===== config.mk =====
export PLATFORM = sky130hd
export DESIGN_NAME = adler32_checksum_core
export DESIGN_NICKNAME = d
export VERILOG_FILES = /design/src/design/adlr_pkg.sv /design/src/design/adlr_lane.sv /design/src/design/adlr_merge.sv /design/src/design/adlr_accum.sv /design/src/design/adlr32_checksum_core.sv
export SDC_FILE = /design/constraint.sdc
export NUM_CORES = 1
export LEC_CHECK = 0
export BUFFER_PORTS_ARGS = -buffer_cell sky130_fd_sc_hd__buf_2
export CAP_MARGIN = 10
export CORE_ASPECT_RATIO = 0.9
export CORE_MARGIN = 2
export CORE_UTILIZATION = 63
export DETAILED_ROUTE_END_ITERATION = 7
export GPL_TIMING_DRIVEN = 0
export MAX_ROUTING_LAYER = met4
export PLACE_DENSITY = 0.85
export SLEW_MARGIN = 20
export SYNTH_ARGS = -nofsm -noshare
export SYNTH_HDL_FRONTEND = slang
export SYNTH_SLANG_ARGS = --single-unit
export TNS_END_PERCENT = 30

===== constraint.sdc =====
create_clock -name clock -period 12.64 [get_ports clock]
set_input_delay 0.632 -clock clock [delete_from_list [all_inputs] [get_ports clock]]
set_output_delay 0.632 -clock clock [all_outputs]
set_load 0.05 [all_outputs]

===== src/design/adlr_pkg.sv =====
// ----------------------------------------------------------------------------
// adlr_pkg: shared constants and types for the Adler-32 checksum core
// Lane count, sum widths, modulus and the structs passed between stages.
// ----------------------------------------------------------------------------
package adlr_pkg;

   localparam int LANES      = 8;
   localparam int BYTE_W     = 8;
   localparam int HALF_W     = 16;
   localparam int CSUM_W     = 2 * HALF_W;
   localparam int DATA_W     = 64;
   localparam int COUNT_W    = 4;
   localparam int ADLER_MOD  = 65521;
   localparam int FOLD_MUL   = (1 << HALF_W) - ADLER_MOD;

   localparam int N_W        = $clog2(LANES + 1);
   localparam int IDX_W      = (LANES > 1) ? $clog2(LANES) : 1;
   localparam int WT_W       = BYTE_W + N_W;
   localparam int S_W        = $clog2(LANES * 255 + 1);
   localparam int W_W        = $clog2(255 * LANES * (LANES + 1) / 2 + 1);
   localparam int A_W        = HALF_W + 1;
   localparam int B_W        = HALF_W + N_W + 1;
   localparam int HI_W       = B_W - HALF_W;

   typedef struct packed {
      logic [BYTE_W-1:0] byte_val;
      logic [WT_W-1:0]   weighted;
   } lane_type;

   typedef struct packed {
      logic              start;
      logic [CSUM_W-1:0] seed;
      logic [N_W-1:0]    n;
      logic [S_W-1:0]    s;
      logic [W_W-1:0]    w;
   } merged_type;

endpackage


===== src/design/adlr_lane.sv =====
// ----------------------------------------------------------------------------
// adlr_lane: one byte lane
// Masks the byte by the valid count and weights it by the number of
// B updates it feeds within the word.
// ----------------------------------------------------------------------------
module adlr_lane (
   input  logic [adlr_pkg::BYTE_W-1:0] byte_in,
   input  logic [adlr_pkg::N_W-1:0]    n,
   input  logic [adlr_pkg::IDX_W-1:0]  lane_idx,
   output adlr_pkg::lane_type          lane_out
);

   logic                       active;
   logic [adlr_pkg::N_W-1:0]   idx_ext;
   logic [adlr_pkg::N_W-1:0]   weight;
   logic [adlr_pkg::BYTE_W-1:0] masked;

   assign idx_ext = adlr_pkg::N_W'(lane_idx);
   assign active  = idx_ext < n;
   assign weight  = active ? (n - idx_ext) : '0;
   assign masked  = active ? byte_in : '0;

   assign lane_out.byte_val = masked;
   assign lane_out.weighted = adlr_pkg::WT_W'(masked) * adlr_pkg::WT_W'(weight);

endmodule


===== src/design/adlr_merge.sv =====
// ----------------------------------------------------------------------------
// adlr_merge: lane merge stage
// Adds the lane bytes and weighted bytes into word totals, registered.
// ----------------------------------------------------------------------------
module adlr_merge (
   input  logic                          clock,
   input  logic                          enable,
   input  logic                          start,
   input  logic [adlr_pkg::CSUM_W-1:0]   seed,
   input  logic [adlr_pkg::N_W-1:0]      n,
   input  adlr_pkg::lane_type            lanes [adlr_pkg::LANES],
   output adlr_pkg::merged_type          merged
);

   adlr_pkg::merged_type merged_ff;
   adlr_pkg::merged_type merged_in;

   always_comb begin
      logic [adlr_pkg::S_W-1:0] s_acc;
      logic [adlr_pkg::W_W-1:0] w_acc;
      s_acc = '0;
      w_acc = '0;
      for (int k = 0; k < adlr_pkg::LANES; k++) begin
         s_acc = s_acc + adlr_pkg::S_W'(lanes[k].byte_val);
         w_acc = w_acc + adlr_pkg::W_W'(lanes[k].weighted);
      end
      merged_in.start = start;
      merged_in.seed  = seed;
      merged_in.n     = n;
      merged_in.s     = s_acc;
      merged_in.w     = w_acc;
   end

   always_ff @(posedge clock) begin
      if (enable) begin
         merged_ff <= merged_in;
      end
   end

   assign merged = merged_ff;

endmodule


===== src/design/adlr_accum.sv =====
// ----------------------------------------------------------------------------
// adlr_accum: running sums
// Applies one word's totals to sums A and B and reduces both mod 65521.
// ----------------------------------------------------------------------------
module adlr_accum (
   input  logic                          clock,
   input  logic                          reset,
   input  logic                          load,
   input  adlr_pkg::merged_type          merged,
   output logic [adlr_pkg::HALF_W-1:0]   sum_a,
   output logic [adlr_pkg::HALF_W-1:0]   sum_b
);

   localparam logic [adlr_pkg::A_W-1:0] MOD_A = adlr_pkg::A_W'(adlr_pkg::ADLER_MOD);

   logic [adlr_pkg::HALF_W-1:0] sum_a_ff, sum_a_in;
   logic [adlr_pkg::HALF_W-1:0] sum_b_ff, sum_b_in;
   logic [adlr_pkg::HALF_W-1:0] a0, b0;
   logic [adlr_pkg::A_W-1:0]    a_raw, a_red;
   logic [adlr_pkg::B_W-1:0]    b_raw;
   logic [adlr_pkg::HI_W-1:0]   b_hi;
   logic [adlr_pkg::A_W-1:0]    b_fold, b_red;

   // pick seed on a start, else continue from held sums
   assign a0 = merged.start ? merged.seed[adlr_pkg::HALF_W-1:0] : sum_a_ff;
   assign b0 = merged.start ? merged.seed[adlr_pkg::CSUM_W-1:adlr_pkg::HALF_W] : sum_b_ff;

   assign a_raw = adlr_pkg::A_W'(a0) + adlr_pkg::A_W'(merged.s);
   assign a_red = (a_raw >= MOD_A) ? (a_raw - MOD_A) : a_raw;

   // B gains n copies of the old A plus the weighted byte total
   assign b_raw = adlr_pkg::B_W'(b0)
                + adlr_pkg::B_W'(adlr_pkg::B_W'(a0) * adlr_pkg::B_W'(merged.n))
                + adlr_pkg::B_W'(merged.w);
   // 2^16 is congruent to 15: fold the high part back in, then one subtract
   assign b_hi   = b_raw[adlr_pkg::B_W-1:adlr_pkg::HALF_W];
   assign b_fold = adlr_pkg::A_W'(b_raw[adlr_pkg::HALF_W-1:0])
                 + adlr_pkg::A_W'(b_hi) * adlr_pkg::A_W'(adlr_pkg::FOLD_MUL);
   assign b_red  = (b_fold >= MOD_A) ? (b_fold - MOD_A) : b_fold;

   assign sum_a_in = a_red[adlr_pkg::HALF_W-1:0];
   assign sum_b_in = b_red[adlr_pkg::HALF_W-1:0];

   always_ff @(posedge clock) begin
      if (reset) begin
         sum_a_ff <= adlr_pkg::HALF_W'(1);
         sum_b_ff <= '0;
      end else if (load) begin
         sum_a_ff <= sum_a_in;
         sum_b_ff <= sum_b_in;
      end
   end

   assign sum_a = sum_a_ff;
   assign sum_b = sum_b_ff;

   a_sums_reduced: assert property (@(posedge clock) disable iff (reset)
      (32'(sum_a_ff) < adlr_pkg::ADLER_MOD) && (32'(sum_b_ff) < adlr_pkg::ADLER_MOD))
      else $error("running sum not reduced");

   a_hold_when_idle: assert property (@(posedge clock) disable iff (reset)
      !load |=> $stable(sum_a_ff) && $stable(sum_b_ff))
      else $error("sums changed without a load");

   a_fold_bound: assert property (@(posedge clock) disable iff (reset)
      b_fold < (MOD_A << 1))
      else $error("folded B exceeds single-subtract range");

endmodule


===== src/design/adlr32_checksum_core.sv =====
// ----------------------------------------------------------------------------
// adler32_checksum_core: streaming Adler-32, eight bytes per transfer
// Byte lanes, a merge adder stage and the running-sum update.
// ----------------------------------------------------------------------------
// Usage:
//   Request channel (req_*): one transfer carries up to eight bytes in
//   req_data, byte 0 in bits 7:0 first, with req_byte_count valid bytes
//   (counts above eight are taken as eight; zero adds nothing). A transfer
//   with req_start_req high loads req_seed (B in 31:16, A in 15:0) first.
//   Response channel (rsp_*): every request transfer yields one response
//   transfer carrying the running checksum B * 65536 + A after that word.
//   Path: lane stage register, merge register, then running sums and rsp_valid.
//   Throughput: one word per cycle, sustained, while rsp_ready stays high.
//   The rate is set by the running-sum update, which folds a whole word
//   into A and B in a single update; lane weighting and merging are
//   pipelined ahead of it.
//   Stalls: when rsp_ready is low the response holds, and the stages in
//   front keep filling; req_ready drops only once every stage is full.
//   Reset: clears all pipeline valid bits and sets A to 1 and B to 0.
// ----------------------------------------------------------------------------
module adler32_checksum_core (
   input  logic                              clock,
   input  logic                              reset,
   input  logic                              req_valid,
   output logic                              req_ready,
   input  logic                              req_start_req,
   input  logic [adlr_pkg::CSUM_W-1:0]       req_seed,
   input  logic [adlr_pkg::DATA_W-1:0]       req_data,
   input  logic [adlr_pkg::COUNT_W-1:0]      req_byte_count,
   output logic                              rsp_valid,
   input  logic                              rsp_ready,
   output logic [adlr_pkg::CSUM_W-1:0]       rsp_checksum
);

   // stage enables, back to front
   logic acc_en, s2_en, s1_en;

   logic s1_valid_ff, s2_valid_ff, rsp_valid_ff;

   // lane stage registers
   logic                           s1_start_ff;
   logic [adlr_pkg::CSUM_W-1:0]    s1_seed_ff;
   logic [adlr_pkg::N_W-1:0]       s1_n_ff;
   adlr_pkg::lane_type             s1_lane_ff [adlr_pkg::LANES];

   adlr_pkg::lane_type             lane_in [adlr_pkg::LANES];
   logic [adlr_pkg::N_W-1:0]       n_in;
   adlr_pkg::merged_type           merged;
   logic [adlr_pkg::HALF_W-1:0]    sum_a, sum_b;

   // advance the output when empty or taken; each earlier stage when it is
   // empty or the stage behind it advances
   assign acc_en    = !rsp_valid_ff || rsp_ready;
   assign s2_en     = !s2_valid_ff || acc_en;
   assign s1_en     = !s1_valid_ff || s2_en;
   assign req_ready = s1_en;

   // saturate the byte count to the lane count
   assign n_in = (req_byte_count > adlr_pkg::COUNT_W'(adlr_pkg::LANES))
               ? adlr_pkg::N_W'(adlr_pkg::LANES)
               : req_byte_count[adlr_pkg::N_W-1:0];

   for (genvar k = 0; k < adlr_pkg::LANES; k++) begin : g_lane
      adlr_lane u_lane (
         .byte_in  (req_data[k*adlr_pkg::BYTE_W +: adlr_pkg::BYTE_W]),
         .n        (n_in),
         .lane_idx (adlr_pkg::IDX_W'(k)),
         .lane_out (lane_in[k])
      );
   end

   // capture the request into the lane stage
   always_ff @(posedge clock) begin
      if (s1_en) begin
         s1_start_ff <= req_start_req;
         s1_seed_ff  <= req_seed;
         s1_n_ff     <= n_in;
         for (int k = 0; k < adlr_pkg::LANES; k++) begin
            s1_lane_ff[k] <= lane_in[k];
         end
      end
   end

   adlr_merge u_merge (
      .clock  (clock),
      .enable (s2_en),
      .start  (s1_start_ff),
      .seed   (s1_seed_ff),
      .n      (s1_n_ff),
      .lanes  (s1_lane_ff),
      .merged (merged)
   );

   // sums update only when a merged word moves into the output stage
   adlr_accum u_accum (
      .clock  (clock),
      .reset  (reset),
      .load   (acc_en && s2_valid_ff),
      .merged (merged),
      .sum_a  (sum_a),
      .sum_b  (sum_b)
   );

   always_ff @(posedge clock) begin
      if (reset) begin
         s1_valid_ff  <= 1'b0;
         s2_valid_ff  <= 1'b0;
         rsp_valid_ff <= 1'b0;
      end else begin
         if (s1_en) begin
            s1_valid_ff <= req_valid;
         end
         if (s2_en) begin
            s2_valid_ff <= s1_valid_ff;
         end
         if (acc_en) begin
            rsp_valid_ff <= s2_valid_ff;
         end
      end
   end

   // the held sums are the response payload; they move only with a load
   assign rsp_valid    = rsp_valid_ff;
   assign rsp_checksum = {sum_b, sum_a};

   a_req_enters: assert property (@(posedge clock) disable iff (reset)
      (req_valid && req_ready) |=> s1_valid_ff)
      else $error("accepted request did not reach lane stage");

   a_merge_moves: assert property (@(posedge clock) disable iff (reset)
      (s2_valid_ff && acc_en) |=> rsp_valid_ff)
      else $error("merged word lost before output");

   a_full_stall: assert property (@(posedge clock) disable iff (reset)
      (s1_valid_ff && s2_valid_ff && rsp_valid_ff && !rsp_ready) |-> !req_ready)
      else $error("request taken with pipeline full");

endmodule


After elaboration in Yosys (flattened, before gate mapping)

Cells that the tools add are included.

$add $sub $neg: 27
$mul: 10
Order comparisons: 11
Muxes and demuxes: 21
Reduce and logical (&&, ||, !) cells: 7

Operator list:

| kind                                                                                   | number |
|---|---|
| 8-bit by 4-bit multiplier with 12-bit output                                           | 8 |
| 14-bit by 12-bit adder with 14-bit output                                              | 6 |
| 11-bit by 8-bit adder with 11-bit output                                               | 6 |
| 16-bit 2-to-1 mux                                                                      | 4 |
| 8-bit 2-to-1 mux                                                                       | 8 |
| 4-bit 2-to-1 mux                                                                       | 9 |
| 17-bit by 16-bit greater-or-equal comparator with 1-bit output (second input constant) | 2 |
| 16-bit subtractor (second input constant)                                              | 2 |
| 16-bit by 20-bit adder with 21-bit output                                              | 1 |
| 21-bit by 14-bit adder with 21-bit output                                              | 1 |
| 16-bit by 4-bit multiplier with 20-bit output                                          | 1 |
| 16-bit by 11-bit adder with 17-bit output                                              | 1 |
| 16-bit by 9-bit adder with 17-bit output                                               | 1 |
| 3-bit by 4-bit < comparator with 1-bit output (first input constant)                   | 4 |
| 4-bit by 3-bit subtractor with 4-bit output (second input constant)                    | 4 |
| 12-bit by 12-bit adder with 13-bit output                                              | 1 |
| 8-bit by 8-bit adder with 9-bit output                                                 | 1 |
| 5-bit by 4-bit multiplier with 9-bit output (second input constant)                    | 1 |
| 1-bit by 4-bit < comparator with 1-bit output (first input constant)                   | 2 |
| 2-bit by 4-bit < comparator with 1-bit output (first input constant)                   | 2 |
| 4-bit by 2-bit subtractor with 4-bit output (second input constant)                    | 2 |
| 4-bit greater-than comparator (second input constant)                                  | 1 |
| 4-bit by 1-bit subtractor with 4-bit output (second input constant)                    | 1 |
| 1-bit zero test                                                                        | 3 |
| 2 further kinds                                                                        | 4 |

Flip-flop bits (word level): 294
Input bits: 105

Logic depth before layout (Yosys ltp)

Word-level depth: 8
Mapped depth: 40
Depth with buffers taken out: 37

By module

Synthesis repeated with hierarchy kept, for this count alone.

Cells, all modules: 2713
Area total of the unflattened synthesis: 27584.0 um^2

Modules (own cells, without submodules):

| module                            | times used | cells each | area each (um^2) | seq. area each (um^2) |
|---|---|---|---|---|
| adlr_accum                        | 1          | 812        | 6662.6           | 640.6 |
| adler32_checksum_core             | 1          | 216        | 6070.8           | 5975.7 |
| adlr_merge                        | 1          | 479        | 5811.8           | 1861.8 |
| adlr_lane at g_lane[0].u_lane ... | 5          | 150        | 1124.8           | 0.0 |
| adlr_lane at g_lane[6].u_lane ... | 2          | 152        | 1138.6           | 0.0 |
| adlr_lane at g_lane[5].u_lane     | 1          | 152        | 1137.3           | 0.0 |

Worst setup path after synthesis

No wires, ideal clock.

Path type: register to register
Start: register u_merge.merged_ff (netlist bit u_merge.merged[61])
End: register u_accum.sum_b_ff (netlist bit u_accum.sum_b[9])
Arrival time: 9.875 ns
Setup slack: 2.648 ns
Stages on the path, launching flop included: 38
Buffers on the path: 5
Period minus slack after synthesis: 9.992 ns
Path through: edfxtp_1 -> clkbuf_1 -> buf_1 -> buf_1 -> clkbuf_1 -> mux2i_1 -> fa_1 -> inv_1 -> fa_1 -> inv_1 -> fa_1 -> inv_1 -> ha_1 -> buf_4 -> a21oi_1 -> and2_1 -> a211oi_2 -> a311oi_4 -> [... 2 more ...] -> a31oi_1 -> xnor2_1 -> ha_1 -> fa_1 -> inv_1 -> fa_1 -> inv_1 -> ha_1 -> nor2b_1 -> o31a_1 -> o21a_1 -> o21ai_0 -> nand4_1 -> nor3_1 -> o211ai_4 -> o31a_4 -> or3_1 -> a32o_1

Cells in the longest elaborated chain, start to end: 8

RTL lines:

| what                                                                                                | line             | source |
|---|---|---|
| start: declaration                                                                                  | adlr_merge.sv:15 | `adlr_pkg::merged_type merged_ff;` |
| start signal: assignment                                                                            | adlr_merge.sv:36 | `merged_ff <= merged_in;` |
| 16-bit 2-to-1 mux                                                                                   | adlr_accum.sv:25 | `assign a0 = merged.start ? merged.seed[adlr_pkg::HALF_W-1:0] : sum_a_ff;` |
| 16-bit by 4-bit multiplier with 20-bit output                                                       | adlr_accum.sv:33 | `+ adlr_pkg::B_W'(adlr_pkg::B_W'(a0) * adlr_pkg::B_W'(merged.n))` |
| 16-bit by 20-bit adder with 21-bit output (*)                                                       | adlr_accum.sv:33 |  |
| 21-bit by 14-bit adder with 21-bit output (*)                                                       | adlr_accum.sv:34 | `+ adlr_pkg::B_W'(merged.w);` |
| 5-bit by 4-bit multiplier with 9-bit output                                                         | adlr_accum.sv:38 | `+ adlr_pkg::A_W'(b_hi) * adlr_pkg::A_W'(adlr_pkg::FOLD_MUL);` |
| 16-bit by 9-bit adder with 17-bit output (*)                                                        | adlr_accum.sv:38 |  |
| 16-bit subtractor or 17-bit by 16-bit greater-or-equal comparator with 1-bit output (tied branches) | adlr_accum.sv:39 | `assign b_red = (b_fold >= MOD_A) ? (b_fold - MOD_A) : b_fold;` |
| 16-bit 2-to-1 mux (*)                                                                               | adlr_accum.sv:39 |  |
| end signal: assignment                                                                              | adlr_accum.sv:50 | `sum_b_ff <= sum_b_in;` |
| end: declaration                                                                                    | adlr_accum.sv:17 | `logic [adlr_pkg::HALF_W-1:0] sum_b_ff, sum_b_in;` |

Mark *: on every way between the ends. The rest lies on a longest branch, timed or not.
A chain may end at the register's enable or synchronous reset.

Worst setup path after layout

Same ends and word-level chain as after synthesis.

==> metrics.yaml <==
yosys:
  synth_flop_cell: "edfxtp_1"
  netlist_area_sq_mm: 0.0259
  synth-seq-cells: 293
  syn_avg_cell_area_sq_um: 10.6
  synth_most_common_cell: "inv_1"
  synthArstFlopShare_pct: 0
  netlist_instances: 2441
  synth_seq_area_share_pct: 32.6
  synth_top_area_cell: "edfxtp_1"
  synth.area.top_cells: "edfxtp_1, fa_1, ha_1"
  ys_top_cells_by_count: "inv_1, fa_1, edfxtp_1"
  synth-edff-count: 258
  synth.distinct_cells: 86
  synth_top_area_share_pct: 29.9
  ys_warn_count: 0
cells_and_area:
  final_core_util_pct: 70.3
  syn_to_final_growth_pct: 10.3
  fin_nets: 3255
  diodes: 0
  fin_cells: 3197
  drive_above_1_share_pct: 9.86
  fill_cells: 2928
detailed_routing:
  vias: 18498
  drt_wl_total_mm: 65.4
  viasPerCell: 5.79
  first_iter_violations: 1486
  ant_nets: 0
  firstDrtPassIters: 5
  wl_per_cell_microns: 20.4
  drc: 0
cts:
  clk_latency_ns: 0.56
  clock_path_buffers: 3
  cts_tree: "done"
  h-tree-depth: 2
  cts_buffers: 35
  postCtsSetupBuffers: 0
  path_clk_slew_ns: 0.06
  cts-root-buf: "clkbuf_16"
  cts_sinks: 293
sta:
  fin_tns_setup_ns: 0
  finalSetupViolations: 0
  setup_ws_ns: 1.16
  slew_headroom_pct: 25.0
  fmax_ghz: 0.0871
  hold_viol: 0
  drv_slew: 0
  clock_skew_ns: 0.0219
  worst_slew_pin_slew_ns: 1.13
  final.min_clock_period_ns: 11.48
  rsz0062_at_grt: "no"
  fin_crit_sh_pct: 90.9
status:
  outcome: "finished, final reports clean"
global_route:
  grt_use_met2_pct: 54.4
  overflow: 0
  grt_use_met1_pct: 39.3
  grt_pass1_wl_mm: 104
  antenna_found_initial: 0
  track_usage_pct: 32.8
  grt_pass1_vias: 19519
  grt_max_degree: 61
  grt.busiest_layer: "met2"
  use_met3_pct: 4.57
worst_setup_path:
  cpMaxStageDelayCell: "buf_1"
  r2r-start: "u_merge.merged[61]"
  crit_start: "u_merge.merged[61]"
  cpPeakStageDelay_ns: 0.55
  required_ns: 13.09
  start_kind: "flop"
  cp.arrival_ns: 11.93
  crit_top_cell: "inv_1"
  critPathMaxFanout: 10
  crit_type: "flop to flop"
  end_kind: "flop"
floorplan:
  core-area_sq_mm: 0.0406
  dieArea_sq_mm: 0.0428
  die_y_microns: 196
  dieWidth_microns: 218
  num_rows: 70
  start_util_pct: 63.8
  num_io_pins: 139
place:
  io_buffers: 138
  gpl.final_weighted_congestion: 0.928
  hpwlAfterDp_mm: 52.2
  post-place-cells: 3138
  dp_slack_ns: 0.849
hold_path:
  holdCritStartpoint: "req_seed[27]"
  min_path_type: "primary input to flop"
run:
  maxCapViolCount: 0
[flip-flops by register name (all words and copies together) (netlist names)]
signal	cells
rsp_valid	1
s1_start_ff	1
s1_valid_ff	1
s1_seed_ff	32
u_accum.sum_a	16
u_merge.merged	62
u_accum.sum_b	16
s1_lane_ff	159
s1_n_ff	4
s2_valid_ff	1
[worst max-delay path: cells and delay by family (launching register included)]
kind                     cells  cell delay (ns)
AO/OA/AOI/OAI               12             2.91
XOR/XNOR                     2             0.59
adder cells (fa/ha/maj)      8             3.50
buffers and inverters       10             2.29
flip-flops                   1             0.32
multiplexers                 1             0.22
AND/OR/NAND/NOR              5             1.50
[layer usage]
metal | vias up | wire length (microns)
met5 | - | 0
met3 | 181 | 4560
met1 | 9065 | 25000
met4 | 0 | 4120
li1 | 8475 | -
met2 | 777 | 31700
[cell families after synthesis]
logic type / count (synthesis) / synth area share (%)
fa+ha+maj: 515 / 32.5
xor+xnor: 147 / 5.00
flops: 293 / 32.6
compound gates: 328 / 8.56
buf+inv: 456 / 6.80
other cells: 2 / 0.0290
mux: 43 / 1.76
simple gates: 657 / 12.8
[timing repair]
item                                    CTS  global route
hold buffers                              0             0
resized for setup                         0             3
endpoints found under the setup margin    0             4
[final timing paths]
path,end,slack (ns),cells after the start
hold / removal,s1_seed_ff[27],0.25,1
hold reg to reg,u_merge.merged[26],0.41,0
setup reg to reg,u_accum.sum_b[9],1.16,38
setup / recovery,u_accum.sum_b[9],1.16,38
[metrics by stage]
stage / instance area [sq um] / hold slack, ns
floorplan: 26000 / 0.400
global placement: 27300 / 0.400
detailed placement: 27500 / 0.405
CTS: 28600 / 0.221
global route: 28600 / 0.235
finish: 28600 / 0.250
[cells in the final DEF, fill, tap and decap left out, types with 22 or more instances in the layout]
cell and count:
inv_1 398, fa_1 262, edfxtp_1 258, ha_1 253, nand2_1 197, buf_2 139, nor2_1 120, and2_1 112
a21oi_1 112, xnor2_1 112, and3_1 54, clkbuf_1 48, o21bai_1 44, nand2b_1 39, clkbuf_16 37, dfxtp_1 35
xor2_1 34, o21ai_0 34, nor2b_1 28, a21o_1 25, nor3_1 25, mux2i_1 22
[layout make-up]
class / instances / area (sq um) / area share, %
Inverter: 400 / 1500 / 5.26
Buffer: 56 / 263 / 0.920
Tap cell: 540 / 676 / 2.36
Timing Repair Buffer: 143 / 821 / 2.87
Sequential cell: 293 / 8450 / 29.6
Clock buffer: 47 / 983 / 3.44
Clock inverter: 12 / 114 / 0.399
Multi-Input combinational cell: 1706 / 15800 / 55.2
Power is left out: the tool's default activity adds up to more than one toggle a clock period on the data nets, which glitch-free logic cannot reach.
